File: src/hdl/taess_pkg.sv
package taess_pkg;

    localparam int EASE_STEPS_DEF = 20;
    localparam int STEP_W         = 6;
    localparam int EASE_W         = 12;
    localparam int HOLD_W         = 12;
    localparam int HOLD_SHIFT     = 22;
    localparam int EASE_SHIFT     = 32;
    localparam int QUEUE_DEPTH    = 2;
    localparam int PTR_W          = $clog2(QUEUE_DEPTH);

    localparam logic [7:0]        ANGLE_MAX = 8'd180;
    localparam logic [7:0]        HOME_RST  = 8'd90;
    localparam logic [HOLD_W-1:0] JUMP_HOLD = 12'd100;
    localparam logic [HOLD_W-1:0] MIN_HOLD  = 12'd10;
    localparam logic [HOLD_W-1:0] HOLD_MAX  = 12'd4095;

    localparam logic [1:0] CMD_MOVE_X  = 2'd0;
    localparam logic [1:0] CMD_MOVE_Y  = 2'd1;
    localparam logic [1:0] CMD_MOVE_XY = 2'd2;
    localparam logic [1:0] CMD_HOME    = 2'd3;

    localparam logic CFG_HOME_X = 1'b0;
    localparam logic CFG_HOME_Y = 1'b1;

    typedef struct packed {
        logic              wx;
        logic              wy;
        logic [7:0]        tx;
        logic [7:0]        ty;
        logic [HOLD_W-1:0] hold;
        logic              jump;
    } t_move;

    function automatic logic [EASE_W-1:0] ease_num(input logic [STEP_W-1:0] i,
                                                   input logic [STEP_W-1:0] n);
        logic [15:0] ii;
        logic [15:0] in_n;
        logic [15:0] nn;
        ii   = 16'(i) * 16'(i);
        in_n = 16'(i) * 16'(n);
        nn   = 16'(n) * 16'(n);
        if ({1'b0, i, 1'b0} < {2'b00, n}) begin
            return EASE_W'(ii << 1);
        end
        return EASE_W'((in_n << 2) - (ii << 1) - nn);
    endfunction

endpackage

File: src/hdl/two_axis_eased_servo_setpoints.sv
// Two-axis servo setpoint generator with quadratic ease-in-out.
//
// Command side: a queue write port. Drive cmd, goal_x, goal_y and
// duration_ms with push; the item is taken on a clock edge where push is
// high and full is low. Result side: a queue read port. While empty is low
// the oldest setpoint is on pos_x, pos_y, write_x, write_y, hold_ms and
// last_step; pop takes it. Home angles are written on the cfg channel
// (index 0 is X, index 1 is Y); cfg ready is always high.
//
// A command goes through a one-item front register and a two-entry command
// queue into the step sequencer, which, while the datapath is not frozen,
// issues one setpoint per cycle into a four-stage datapath (ease weight,
// delta product, reciprocal divide, output register). An eased move gives
// EASE_STEPS+1 setpoints (21 at the default), a zero duration jump gives
// one; the sequencer's step counter sets this. When pop stays low the whole
// datapath freezes; the front and the queue still take up to three more
// commands before full rises.
// Reset clears the queues, and sets both home angles and last positions
// to 90 degrees.
module two_axis_eased_servo_setpoints
    import taess_pkg::*;
#(
    parameter int EASE_STEPS = EASE_STEPS_DEF
) (
    input  logic              i_clk,
    input  logic              i_rst_n,
    input  logic              push,
    output logic              full,
    input  logic [1:0]        i_cmd,
    input  logic [9:0]        i_goal_x,
    input  logic [9:0]        i_goal_y,
    input  logic [15:0]       i_duration_ms,
    input  logic              i_cfg_valid,
    output logic              o_cfg_ready,
    input  logic              i_cfg_index,
    input  logic [7:0]        i_cfg_data,
    output logic              empty,
    input  logic              pop,
    output logic [7:0]        o_pos_x,
    output logic [7:0]        o_pos_y,
    output logic              o_write_x,
    output logic              o_write_y,
    output logic [HOLD_W-1:0] o_hold_ms,
    output logic              o_last_step
);

    logic  w_q_push;
    logic  w_q_full;
    logic  w_q_pop;
    logic  w_q_empty;
    t_move w_q_wdata;
    t_move w_q_rdata;

    taess_front #(
        .EASE_STEPS(EASE_STEPS)
    ) u_front (
        .i_clk        (i_clk),
        .i_rst_n      (i_rst_n),
        .i_push       (push),
        .o_full       (full),
        .i_cmd        (i_cmd),
        .i_goal_x     (i_goal_x),
        .i_goal_y     (i_goal_y),
        .i_duration_ms(i_duration_ms),
        .i_cfg_valid  (i_cfg_valid),
        .o_cfg_ready  (o_cfg_ready),
        .i_cfg_index  (i_cfg_index),
        .i_cfg_data   (i_cfg_data),
        .o_q_push     (w_q_push),
        .o_q_data     (w_q_wdata),
        .i_q_full     (w_q_full)
    );

    taess_queue u_queue (
        .i_clk  (i_clk),
        .i_rst_n(i_rst_n),
        .i_push (w_q_push),
        .i_data (w_q_wdata),
        .o_full (w_q_full),
        .i_pop  (w_q_pop),
        .o_data (w_q_rdata),
        .o_empty(w_q_empty)
    );

    taess_back #(
        .EASE_STEPS(EASE_STEPS)
    ) u_back (
        .i_clk      (i_clk),
        .i_rst_n    (i_rst_n),
        .i_q_empty  (w_q_empty),
        .o_q_pop    (w_q_pop),
        .i_q_data   (w_q_rdata),
        .i_pop      (pop),
        .o_empty    (empty),
        .o_pos_x    (o_pos_x),
        .o_pos_y    (o_pos_y),
        .o_write_x  (o_write_x),
        .o_write_y  (o_write_y),
        .o_hold_ms  (o_hold_ms),
        .o_last_step(o_last_step)
    );

    a_no_push_when_full: assert property (@(posedge i_clk) disable iff (!i_rst_n)
        !(w_q_push && w_q_full))
        else $error("command pushed into a full queue");

    a_no_pop_when_empty: assert property (@(posedge i_clk) disable iff (!i_rst_n)
        !(w_q_pop && w_q_empty))
        else $error("command taken from an empty queue");

    a_pos_in_range: assert property (@(posedge i_clk) disable iff (!i_rst_n)
        !empty |-> (o_pos_x <= ANGLE_MAX) && (o_pos_y <= ANGLE_MAX))
        else $error("setpoint beyond angle range");

    a_hold_min: assert property (@(posedge i_clk) disable iff (!i_rst_n)
        !empty |-> (o_hold_ms >= MIN_HOLD))
        else $error("hold time below minimum");

endmodule

File: src/hdl/taess_front.sv
module taess_front
    import taess_pkg::*;
#(
    parameter int EASE_STEPS = EASE_STEPS_DEF
) (
    input  logic        i_clk,
    input  logic        i_rst_n,
    input  logic        i_push,
    output logic        o_full,
    input  logic [1:0]  i_cmd,
    input  logic [9:0]  i_goal_x,
    input  logic [9:0]  i_goal_y,
    input  logic [15:0] i_duration_ms,
    input  logic        i_cfg_valid,
    output logic        o_cfg_ready,
    input  logic        i_cfg_index,
    input  logic [7:0]  i_cfg_data,
    output logic        o_q_push,
    output t_move       o_q_data,
    input  logic        i_q_full
);

    localparam longint unsigned HOLD_RECIP =
        ((64'd1 << HOLD_SHIFT) + longint'(EASE_STEPS) - 1) / longint'(EASE_STEPS);
    localparam int PROD_W = 16 + HOLD_SHIFT;

    logic              r_valid;
    logic              r_wx;
    logic              r_wy;
    logic [7:0]        r_tx;
    logic [7:0]        r_ty;
    logic [15:0]       r_dur;
    logic [7:0]        r_home_x;
    logic [7:0]        r_home_y;

    logic              w_accept;
    logic              n_wx;
    logic              n_wy;
    logic [7:0]        n_tx;
    logic [7:0]        n_ty;
    logic [7:0]        w_cx;
    logic [7:0]        w_cy;
    logic [PROD_W-1:0] w_prod;
    logic [15:0]       w_quot;
    logic [HOLD_W-1:0] w_hold;

    function automatic logic [7:0] clamp_angle(input logic [9:0] a);
        if (a[9]) begin
            return 8'd0;
        end
        if (a[8:0] > 9'(ANGLE_MAX)) begin
            return ANGLE_MAX;
        end
        return a[7:0];
    endfunction

    assign o_cfg_ready = 1'b1;
    assign o_full      = r_valid && i_q_full;
    assign w_accept    = i_push && !o_full;
    assign o_q_push    = r_valid && !i_q_full;

    assign w_cx = clamp_angle(i_goal_x);
    assign w_cy = clamp_angle(i_goal_y);

    always_comb begin
        n_wx = 1'b1;
        n_wy = 1'b1;
        n_tx = w_cx;
        n_ty = w_cy;
        unique case (i_cmd)
            CMD_MOVE_X: begin
                n_wy = 1'b0;
            end
            CMD_MOVE_Y: begin
                n_wx = 1'b0;
            end
            CMD_MOVE_XY: begin
            end
            CMD_HOME: begin
                n_tx = (r_home_x > ANGLE_MAX) ? ANGLE_MAX : r_home_x;
                n_ty = (r_home_y > ANGLE_MAX) ? ANGLE_MAX : r_home_y;
            end
            default: begin
            end
        endcase
    end

    assign w_prod = PROD_W'(r_dur) * PROD_W'(HOLD_RECIP);
    assign w_quot = w_prod[HOLD_SHIFT +: 16];

    always_comb begin
        priority if (w_quot < 16'(MIN_HOLD)) begin
            w_hold = MIN_HOLD;
        end else if (w_quot > 16'(HOLD_MAX)) begin
            w_hold = HOLD_MAX;
        end else begin
            w_hold = w_quot[HOLD_W-1:0];
        end
    end

    assign o_q_data.wx   = r_wx;
    assign o_q_data.wy   = r_wy;
    assign o_q_data.tx   = r_tx;
    assign o_q_data.ty   = r_ty;
    assign o_q_data.jump = (r_dur == 16'd0);
    assign o_q_data.hold = (r_dur == 16'd0) ? JUMP_HOLD : w_hold;

    always_ff @(posedge i_clk) begin
        if (!i_rst_n) begin
            r_valid  <= 1'b0;
            r_home_x <= HOME_RST;
            r_home_y <= HOME_RST;
        end else begin
            if (w_accept) begin
                r_valid <= 1'b1;
            end else if (o_q_push) begin
                r_valid <= 1'b0;
            end
            if (i_cfg_valid && o_cfg_ready) begin
                unique case (i_cfg_index)
                    CFG_HOME_X: r_home_x <= i_cfg_data;
                    CFG_HOME_Y: r_home_y <= i_cfg_data;
                    default: begin
                    end
                endcase
            end
        end
    end

    always_ff @(posedge i_clk) begin
        if (w_accept) begin
            r_wx  <= n_wx;
            r_wy  <= n_wy;
            r_tx  <= n_tx;
            r_ty  <= n_ty;
            r_dur <= i_duration_ms;
        end
    end

endmodule

File: src/hdl/taess_queue.sv
module taess_queue
    import taess_pkg::*;
(
    input  logic  i_clk,
    input  logic  i_rst_n,
    input  logic  i_push,
    input  t_move i_data,
    output logic  o_full,
    input  logic  i_pop,
    output t_move o_data,
    output logic  o_empty
);

    t_move            r_mem [QUEUE_DEPTH];
    logic [PTR_W-1:0] r_wp;
    logic [PTR_W-1:0] r_rp;
    logic [PTR_W:0]   r_cnt;

    logic w_wr;
    logic w_rd;

    assign o_full  = (r_cnt == (PTR_W + 1)'(QUEUE_DEPTH));
    assign o_empty = (r_cnt == '0);
    assign w_wr    = i_push && !o_full;
    assign w_rd    = i_pop && !o_empty;
    assign o_data  = r_mem[r_rp];

    always_ff @(posedge i_clk) begin
        if (!i_rst_n) begin
            r_wp  <= '0;
            r_rp  <= '0;
            r_cnt <= '0;
        end else begin
            if (w_wr) begin
                r_wp <= r_wp + 1'b1;
            end
            if (w_rd) begin
                r_rp <= r_rp + 1'b1;
            end
            unique case ({w_wr, w_rd})
                2'b10:   r_cnt <= r_cnt + 1'b1;
                2'b01:   r_cnt <= r_cnt - 1'b1;
                default: r_cnt <= r_cnt;
            endcase
        end
    end

    always_ff @(posedge i_clk) begin
        if (w_wr) begin
            r_mem[r_wp] <= i_data;
        end
    end

endmodule

File: src/hdl/taess_back.sv
module taess_back
    import taess_pkg::*;
#(
    parameter int EASE_STEPS = EASE_STEPS_DEF
) (
    input  logic              i_clk,
    input  logic              i_rst_n,
    input  logic              i_q_empty,
    output logic              o_q_pop,
    input  t_move             i_q_data,
    input  logic              i_pop,
    output logic              o_empty,
    output logic [7:0]        o_pos_x,
    output logic [7:0]        o_pos_y,
    output logic              o_write_x,
    output logic              o_write_y,
    output logic [HOLD_W-1:0] o_hold_ms,
    output logic              o_last_step
);

    localparam longint unsigned DEN   = longint'(EASE_STEPS) * longint'(EASE_STEPS);
    localparam longint unsigned RECIP = ((64'd1 << EASE_SHIFT) + DEN - 1) / DEN;
    localparam int              MUL_W = 20 + 31;
    localparam logic [19:0]     BIAS  = 20'(DEN - 1);
    localparam logic [STEP_W-1:0] LAST_I = STEP_W'(EASE_STEPS);

    typedef struct packed {
        logic [7:0]        from_x;
        logic [7:0]        from_y;
        logic              wx;
        logic              wy;
        logic              last;
        logic [HOLD_W-1:0] hold;
    } t_step;

    logic              r_busy;
    logic [STEP_W-1:0] r_i;
    logic [7:0]        r_from_x;
    logic [7:0]        r_from_y;
    logic [7:0]        r_to_x;
    logic [7:0]        r_to_y;
    logic              r_wx;
    logic              r_wy;
    logic [HOLD_W-1:0] r_hold;

    logic               r_v0;
    t_step              r_s0;
    logic [EASE_W-1:0]  r_e;
    logic signed [8:0]  r_dx;
    logic signed [8:0]  r_dy;

    logic               r_v1;
    t_step              r_s1;
    logic signed [20:0] r_px;
    logic signed [20:0] r_py;

    logic               r_v2;
    t_step              r_s2;
    logic [7:0]         r_qx;
    logic [7:0]         r_qy;
    logic               r_nx;
    logic               r_ny;

    logic               r_ov;
    t_step              r_so;
    logic [7:0]         r_ox;
    logic [7:0]         r_oy;

    logic               w_en;
    logic               w_iss;
    logic               w_fin;
    logic               w_ld;
    logic signed [8:0]  w_dx;
    logic signed [8:0]  w_dy;
    logic signed [20:0] w_px;
    logic signed [20:0] w_py;
    logic [MUL_W-1:0]   w_mx;
    logic [MUL_W-1:0]   w_my;

    function automatic logic [19:0] mag_bias(input logic signed [20:0] p);
        logic [20:0] m;
        m = p[20] ? 21'(-p) : 21'(p);
        return m[19:0] + (p[20] ? BIAS : 20'd0);
    endfunction

    function automatic logic [7:0] apply(input logic [7:0] from, input logic [7:0] q,
                                         input logic neg);
        logic signed [9:0] v;
        v = neg ? ($signed({2'b00, from}) - $signed({2'b00, q}))
                : ($signed({2'b00, from}) + $signed({2'b00, q}));
        if (v < 10'sd0) begin
            return 8'd0;
        end
        if (v > $signed({2'b00, ANGLE_MAX})) begin
            return ANGLE_MAX;
        end
        return v[7:0];
    endfunction

    assign w_en    = !r_ov || i_pop;
    assign w_iss   = w_en && r_busy;
    assign w_fin   = w_iss && (r_i == LAST_I);
    assign w_ld    = !i_q_empty && (!r_busy || w_fin);
    assign o_q_pop = w_ld;

    assign w_dx = $signed({1'b0, r_to_x}) - $signed({1'b0, r_from_x});
    assign w_dy = $signed({1'b0, r_to_y}) - $signed({1'b0, r_from_y});
    assign w_px = 21'(r_dx) * 21'($signed({1'b0, r_e}));
    assign w_py = 21'(r_dy) * 21'($signed({1'b0, r_e}));
    assign w_mx = MUL_W'(mag_bias(r_px)) * MUL_W'(RECIP);
    assign w_my = MUL_W'(mag_bias(r_py)) * MUL_W'(RECIP);

    always_ff @(posedge i_clk) begin
        if (!i_rst_n) begin
            r_busy   <= 1'b0;
            r_i      <= '0;
            r_from_x <= HOME_RST;
            r_from_y <= HOME_RST;
            r_to_x   <= HOME_RST;
            r_to_y   <= HOME_RST;
            r_v0     <= 1'b0;
            r_v1     <= 1'b0;
            r_v2     <= 1'b0;
            r_ov     <= 1'b0;
        end else begin
            if (w_ld) begin
                r_busy   <= 1'b1;
                r_i      <= i_q_data.jump ? LAST_I : '0;
                r_from_x <= r_to_x;
                r_from_y <= r_to_y;
                r_to_x   <= i_q_data.wx ? i_q_data.tx : r_to_x;
                r_to_y   <= i_q_data.wy ? i_q_data.ty : r_to_y;
            end else if (w_fin) begin
                r_busy <= 1'b0;
            end else if (w_iss) begin
                r_i <= r_i + 1'b1;
            end
            if (w_en) begin
                r_v0 <= w_iss;
                r_v1 <= r_v0;
                r_v2 <= r_v1;
                r_ov <= r_v2;
            end
        end
    end

    always_ff @(posedge i_clk) begin
        if (w_ld) begin
            r_wx   <= i_q_data.wx;
            r_wy   <= i_q_data.wy;
            r_hold <= i_q_data.hold;
        end
        if (w_en) begin
            r_s0.from_x <= r_from_x;
            r_s0.from_y <= r_from_y;
            r_s0.wx     <= r_wx;
            r_s0.wy     <= r_wy;
            r_s0.last   <= (r_i == LAST_I);
            r_s0.hold   <= r_hold;
            r_e         <= ease_num(r_i, LAST_I);
            r_dx        <= w_dx;
            r_dy        <= w_dy;

            r_s1 <= r_s0;
            r_px <= w_px;
            r_py <= w_py;

            r_s2 <= r_s1;
            r_qx <= w_mx[EASE_SHIFT +: 8];
            r_qy <= w_my[EASE_SHIFT +: 8];
            r_nx <= r_px[20];
            r_ny <= r_py[20];

            r_so <= r_s2;
            r_ox <= apply(r_s2.from_x, r_qx, r_nx);
            r_oy <= apply(r_s2.from_y, r_qy, r_ny);
        end
    end

    assign o_empty     = !r_ov;
    assign o_pos_x     = r_ox;
    assign o_pos_y     = r_oy;
    assign o_write_x   = r_so.wx;
    assign o_write_y   = r_so.wy;
    assign o_hold_ms   = r_so.hold;
    assign o_last_step = r_so.last;

endmodule

File: config.mk
export PLATFORM = sky130hd
export DESIGN_NAME = two_axis_eased_servo_setpoints
export DESIGN_NICKNAME = d
export VERILOG_FILES = /design/src/hdl/taess_pkg.sv /design/src/hdl/two_axis_eased_servo_setpoints.sv /design/src/hdl/taess_front.sv /design/src/hdl/taess_queue.sv /design/src/hdl/taess_back.sv
export SDC_FILE = /design/constraint.sdc
export NUM_CORES = 2
export LEC_CHECK = 0
export BUFFER_PORTS_ARGS = -buffer_cell sky130_fd_sc_hd__buf_2
export CAP_MARGIN = 20
export CORE_MARGIN = 2
export CORE_UTILIZATION = 50
export CTS_CLUSTER_SIZE = 20
export DETAILED_ROUTE_END_ITERATION = 8
export PLACE_DENSITY = 0.73
export SYNTH_ARGS = -nofsm -noshare
export SYNTH_HDL_FRONTEND = slang
export SYNTH_HIERARCHICAL = 1
export SYNTH_SLANG_ARGS = --single-unit
File: constraint.sdc
create_clock -name i_clk -period 13.74 [get_ports i_clk]
set_input_delay 0.687 -clock i_clk [delete_from_list [all_inputs] [get_ports i_clk]]
set_output_delay 0.687 -clock i_clk [all_outputs]
set_load 0.1 [all_outputs]
Word level (Yosys, flattened, before mapping)

Memory sizes are Yosys's and may differ from the RTL's. A register that Yosys moved wholly into a read port is not among the register bits.
Cells that the tools add are included.

$add $sub $neg: 17
Multipliers: 7
Divide/modulo/power cells: 0
$lt $le $gt $ge: 11
Equality and inequality tests: 7
Shift operators: 0
Multiplexer cells: 64
Bitwise operators: 1
Reductions and logical operators: 27

Operators with widths:

| operator                                                        | number |
|---|---|
| 2-to-1 mux 8 bit                                                | 20 |
| multiplier 20 x 24 -> 40 bit (second input constant)            | 2 |
| 2-to-1 mux 12 bit                                               | 5 |
| multiplier 9 x 13 -> 21 bit                                     | 2 |
| adder 20 bit                                                    | 2 |
| 2-to-1 mux 20 bit                                               | 2 |
| negation 20 bit                                                 | 2 |
| subtractor 8 x 8 -> 9 bit                                       | 4 |
| multiplier 16 x 16 -> 32 bit (second input constant)            | 1 |
| 2-to-1 mux 1 bit                                                | 28 |
| greater-than comparator 10 x 9 -> 1 bit (second input constant) | 2 |
| < comparator 10 x 1 -> 1 bit (second input constant)            | 2 |
| 2-to-1 mux 10 bit                                               | 2 |
| adder 8 x 8 -> 9 bit                                            | 2 |
| greater-than comparator 9 x 8 -> 1 bit (second input constant)  | 2 |
| 2-to-1 mux 6 bit                                                | 3 |
| 2-to-1 mux 9 bit                                                | 2 |
| greater-than comparator 8 bit (second input constant)           | 2 |
| logical NOT 16 bit                                              | 1 |
| greater-than comparator 12 bit (second input constant)          | 1 |
| < comparator 12 x 4 -> 1 bit (second input constant)            | 1 |
| subtractor 12 bit                                               | 1 |
| subtractor 12 x 9 -> 12 bit (second input constant)             | 1 |
| multiplier 6 x 6 -> 11 bit                                      | 1 |
| other kinds (19)                                                | 43 |

Bits in registers: 326
Latch bits: 0
Bits in writable memories: 62
Bits in read-only memories: 0
Bits of input ports: 52
Output and inout bits: 34
Word-level logic and storage cells: 192
Memories kept: 1

Memories:

| name          | depth | bits a word | read ports | clocked after Yosys merged registers in | write ports | line              | source |
|---|---|---|---|---|---|---|---|
| u_queue.r_mem | 2     | 31          | 1          | 1                                       | 1           | taess_queue.sv:14 | `t_move r_mem [QUEUE_DEPTH];` |

Logic depth before layout (Yosys ltp)

Word-level depth: 9
Depth in mapped cells: 36
Gate-level depth less buffers: 36

By module

Netlist, hierarchy kept.

Modules (own cells, without submodules):

| module      | instances | cells each | area each (sq um) | sequential area each (sq um) |
|---|---|---|---|---|
| taess_back  | 1         | 3287       | 34399.2           | 7617.3 |
| taess_front | 1         | 715        | 6971.7            | 1361.3 |
| taess_queue | 1         | 122        | 2462.4            | 1961.9 |

Worst setup path after synthesis

OpenSTA, ideal clock, no wires.

Path type: reg-to-reg
Start point: reg u_back.r_py[20]
End point: reg u_back.r_qy[7], data pin
Setup time: 0.260 ns
Data arrival time: 9.405 ns
Required time: 13.480 ns
Path slack: 4.075 ns
Stages on the path, launching flop included: 33
Path buffers: 2
Period minus slack after synthesis: 9.665 ns
Path through: edfxtp_1 -> clkbuf_1 -> buf_1 -> nand2_1 -> xnor2_1 -> ha_1 -> a21boi_0 -> o21bai_1 -> o41ai_1 -> nand2_1 -> nor2_1 -> nand2_1 -> xor2_1 -> ha_1 -> inv_1 -> fa_1 -> fa_1 -> inv_1 -> fa_1 -> inv_1 -> fa_1 -> inv_1 -> fa_1 -> ha_1 -> ha_1 -> a211oi_1 -> o21ai_0 -> a2111oi_0 -> a211oi_1 -> a2111o_1 -> or3_1 -> a31oi_1 -> xnor2_1

Cells in the longest elaborated chain, start to end: 3
Elaborated cells on any way between the ends: 4
Classes of those cells: 1 x add/sub; 1 x mul; 2 x mux

RTL lines:

| item                                                  | line                               | source |
|---|---|---|
| start, declared                                       | taess_back.sv:55                   | `logic signed [20:0] r_py;` |
| start signal, assigned                                | taess_back.sv:166                  | `r_py <= w_py;` |
| 2-to-1 mux 20 bit or 2-to-1 mux 9 bit (tied branches) | taess_back.sv:82, taess_back.sv:83 |  |
| adder 20 bit *                                        | taess_back.sv:83                   | `return m[19:0] + (p[20] ? BIAS : 20'd0);` |
| multiplier 20 x 24 -> 40 bit *                        | taess_back.sv:111                  | `assign w_my = MUL_W'(mag_bias(r_py)) * MUL_W'(RECIP);` |
| named net u_back.w_my[39]                             | taess_back.sv:78                   | `logic [MUL_W-1:0] w_my;` |
| end signal, assigned                                  | taess_back.sv:170                  | `r_qy <= w_my[EASE_SHIFT +: 8];` |
| end, declared                                         | taess_back.sv:60                   | `logic [7:0] r_qy;` |

The timed path passes the listed nets; every way through them passes the cells marked *.
A chain may end at the register's enable or synchronous reset.

Final worst setup path

Start point: reg u_back.r_py[3]
End point: reg u_back.r_qy[7], data pin

Cells in the longest elaborated chain, start to end: 4

RTL lines:

| item                           | line              | source |
|---|---|---|
| negation 20 bit                | taess_back.sv:82  | `m = p[20] ? 21'(-p) : 21'(p);` |
| 2-to-1 mux 20 bit *            | taess_back.sv:82  |  |
| adder 20 bit *                 | taess_back.sv:83  |  |
| multiplier 20 x 24 -> 40 bit * | taess_back.sv:111 |  |
| named net u_back.w_my[39]      | taess_back.sv:78  |  |

Marks and branches as above.

==> metrics.md <==
| Metric | Value |
|---|---|
| Layout fillers | 7476 |
| Total grt overflow | 0 |
| WP data required | ~14 ns |
| Vias in the first global route | between 20000 and 30000 |
| Most frequent cells in the layout | inv_1, ha_1, fa_1, edfxtp_1, nand2_1 |
| Critical path data arrival time | approximately 10 ns |
| CP startpoint kind | register |
| Worst-margin pin slew | 1.07 ns |
| Die area | 90100 um^2 |
| Syn_area_per_cell | roughly 11 um^2 |
| Ratio of cells with drive above 1 in the final layout | around 5.8% |
| CORE AREA | 86900 um^2 |
| Synth Net Count | 5460 |
| Slew margin rel. | 28.6% |
| Clock Path Buffers | 3 |
| Fin Clk Skew | roughly 0.054 ns |
| Final setup violation count | 0 |
| Initial detailed-routing violation count | 1383 |
| Buffers added on ports | 84 |
| Total number of yosys warnings | 6 |
| First-pass GRT wire length | between 100000 and 150000 um |
| Final Critical Period | 10.15 ns |
| Setup TNS | 0 ns |
| Setup Fix Bufs, Post-CTS | 0 |
| GP Congestion | 0.976 |
| ANT cells | 0 |
| Post-CTS Resized | 0 |
| Crit Path Category | reg2reg |
| Post-synth ARST share | 0% |
| # rows | 108 |
| Worst-Skew Late Latency | 0.61 ns |
| Post-Syn Instances | 4124 |
| Root Buffer | clkbuf_16 |
| Drt first pass iters | 5 |
| Tcrit/Tclk final | 73.9% |
| Status | finished, final reports clean |
| Starting Density | 50.4% |
| Pins over their slew limit | 0 |
| Per-cell routed wire length | 16.5 um |
| FMAX | roughly 98 MHz |
| # nets final | 5537 |
| DRC Markers | 0 |
| Number of synthesized register bits | 386 |
| Cell area after synthesis | 43800 um^2 |
| Clk pin slew, worst setup/hold paths | roughly 0.06 ns |
| Via count | roughly 28000 |
| Yosys cell types | 84 |
| Hold-fix buffers, CTS | 0 |
| Io pins | 86 |
| CP max stage delay | about 0.81 ns |
| Worst-path fanout max | 7 |
| Chip Width | around 300 um |
| Area Growth Syn to Fin | 7.50% |
| CTS tree | yes |
| Height of the die | 300 um |
| Hold Fails Final Rpt | 0 |
| Overall Global Routing Usage | 20.4% |
| Max_cap viols | 0 |
| Post-DP HPWL | 73600 um |
| Unrepaired setup endpoints after global routing | no |
| Largest net degree at the start of global routing | around 120 |
| CTS H-Tree Depth | 2 |
| Initial antenna violation count | 3 |
| Vias per std cell | slightly above 5 |
| CTS sink cnt | roughly 390 |
| CP most frequent cell | fa_1 |
| Overall routed net length | 88800 um |
| EDFF count, synth | 321 |
| Seq/Total Area, Yosys | 25.0% |
| Post-DRT Antenna Nets | 0 |
| Hold Crit Class | in2reg |
| Commonest non-fill, non-tap cell in the layout | inv_1 |
| Top_reg_cell synth | edfxtp_1 |
| Inserted Clock Buffers | 44 |
| Slowest-stage cell, CP | a2111oi_0 |
| Worst Setup End Kind | register |
-- sequential cells by signal (all words and copies together) (netlist names), 16 cells and up, named ones only --
register / cells
u_queue/r_mem: 62
u_back/r_s0: 31
u_back/r_s1: 31
u_back/r_s2: 31
u_back/r_px: 20
u_back/r_py: 20
u_front/r_dur: 16
-- area by class of cell --
| class | instances | area [um^2] | area share, % |
|---|---|---|---|
| Timing Repair Buffer | 101 | 581 | 1.23 |
| Tap cell | 1155 | 1450 | 3.07 |
| Multi-Input combinational cell | 2675 | 28900 | 61.3 |
| Sequential cell | 386 | 10900 | 23.2 |
| Inverter | 993 | 3730 | 7.93 |
| Clock inverter | 30 | 357 | 0.757 |
| Clock buffer | 52 | 1170 | 2.49 |
-- worst max-delay path: cells and delay by family, from the launching register on --
kind,cells,cell delay [ns]
adder cells (fa/ha/maj),9,3.83
AO/OA/AOI/OAI,7,2.52
AND/OR/NAND/NOR,8,2.09
XOR/XNOR,3,0.70
flip-flops,1,0.49
buffers and inverters,4,0.29
-- cells in the mapped netlist (5+ instances only) --
library cell,instances,area (um^2)
inv_1,989,3710
ha_1,730,9130
fa_1,554,11100
edfxtp_1,321,9640
nand2_1,282,1060
a21oi_1,123,616
xnor2_1,111,972
o21ai_0,95,475
and2_1,91,569
xor2_1,82,718
nor2_1,74,278
dfxtp_1,65,1300
clkbuf_1,60,225
a21o_1,49,368
nand2b_1,36,225
mux2_2,34,383
nand3_1,33,165
nor2b_1,33,206
a21boi_0,32,240
nor3_1,29,145
o21a_1,29,218
o31ai_1,27,203
or3_1,24,150
o211ai_1,18,135
o21bai_1,18,135
a31oi_1,14,87.6
or2_2,12,75.1
and3_1,10,62.6
a211oi_1,9,67.6
nand4_1,8,50.1
nor4_1,8,50.1
a31o_2,7,61.3
a211o_1,6,52.6
nand3b_1,6,45.0
nor3b_1,5,37.5
o2111ai_1,5,43.8
o31a_1,5,43.8
o41ai_1,5,43.8
or4_1,5,37.5
-- logic make-up after synthesis --
family / share of synthesized area [%]
compound gates: 7.24
xor+xnor: 3.86
fa+ha+maj: 46.1
buf+inv: 9.15
flops: 25.0
mux: 0.942
other cells: 0.00856
simple gates: 7.70
-- path summary, 6_finish.rpt --
| check | from | endpoint | slack [ns] | cells past startpoint |
|---|---|---|---|---|
| setup / recovery | u_back/r_py[3] | u_back/r_qy[7] | 3.59 | 31 |
| hold / removal | i_duration_ms[1] | u_front/r_dur[1] | 0.26 | 1 |
| setup reg to reg | u_back/r_py[3] | u_back/r_qy[7] | 3.59 | 31 |
| hold reg to reg | u_back/r_s0[20] | u_back/r_s1[20] | 0.40 | 0 |
-- per-layer routing --
metal  track usage [%]  part of all wire (%)  wire (um)  up-vias
li1                  -                     -          -    13458
met1              28.4                    45      40300    13751
met2              34.2                    48      42400      597
met3              2.32                   5.0       4470      105
met4              4.82                   1.9       1690        0
met5                 0                     0          0        -
-- through the flow --
| stage | cell area (um^2) | worst slack (ns) | hold slack (ns) | instances | util (%) |
|---|---|---|---|---|---|
| 3_3_place_gp | 45500 | 3.49 | 0.401 | 5308 | 52.4 |
| 5_1_grt | 47100 | 2.76 | 0.230 | 5392 | 54.2 |
| 4_1_cts | 47100 | 3.41 | 0.219 | 5390 | 54.2 |
| 6_report | 47100 | 3.59 | 0.264 | 5392 | 54.2 |
| 2_1_floorplan | 43800 | 4.08 | 0.400 | 4124 | - |
| 3_5_place_dp | 45500 | 3.44 | 0.405 | 5308 | 52.4 |
Power is not shown: default switching activity piles up to over one toggle a cycle in this logic, so the estimate is an artifact.
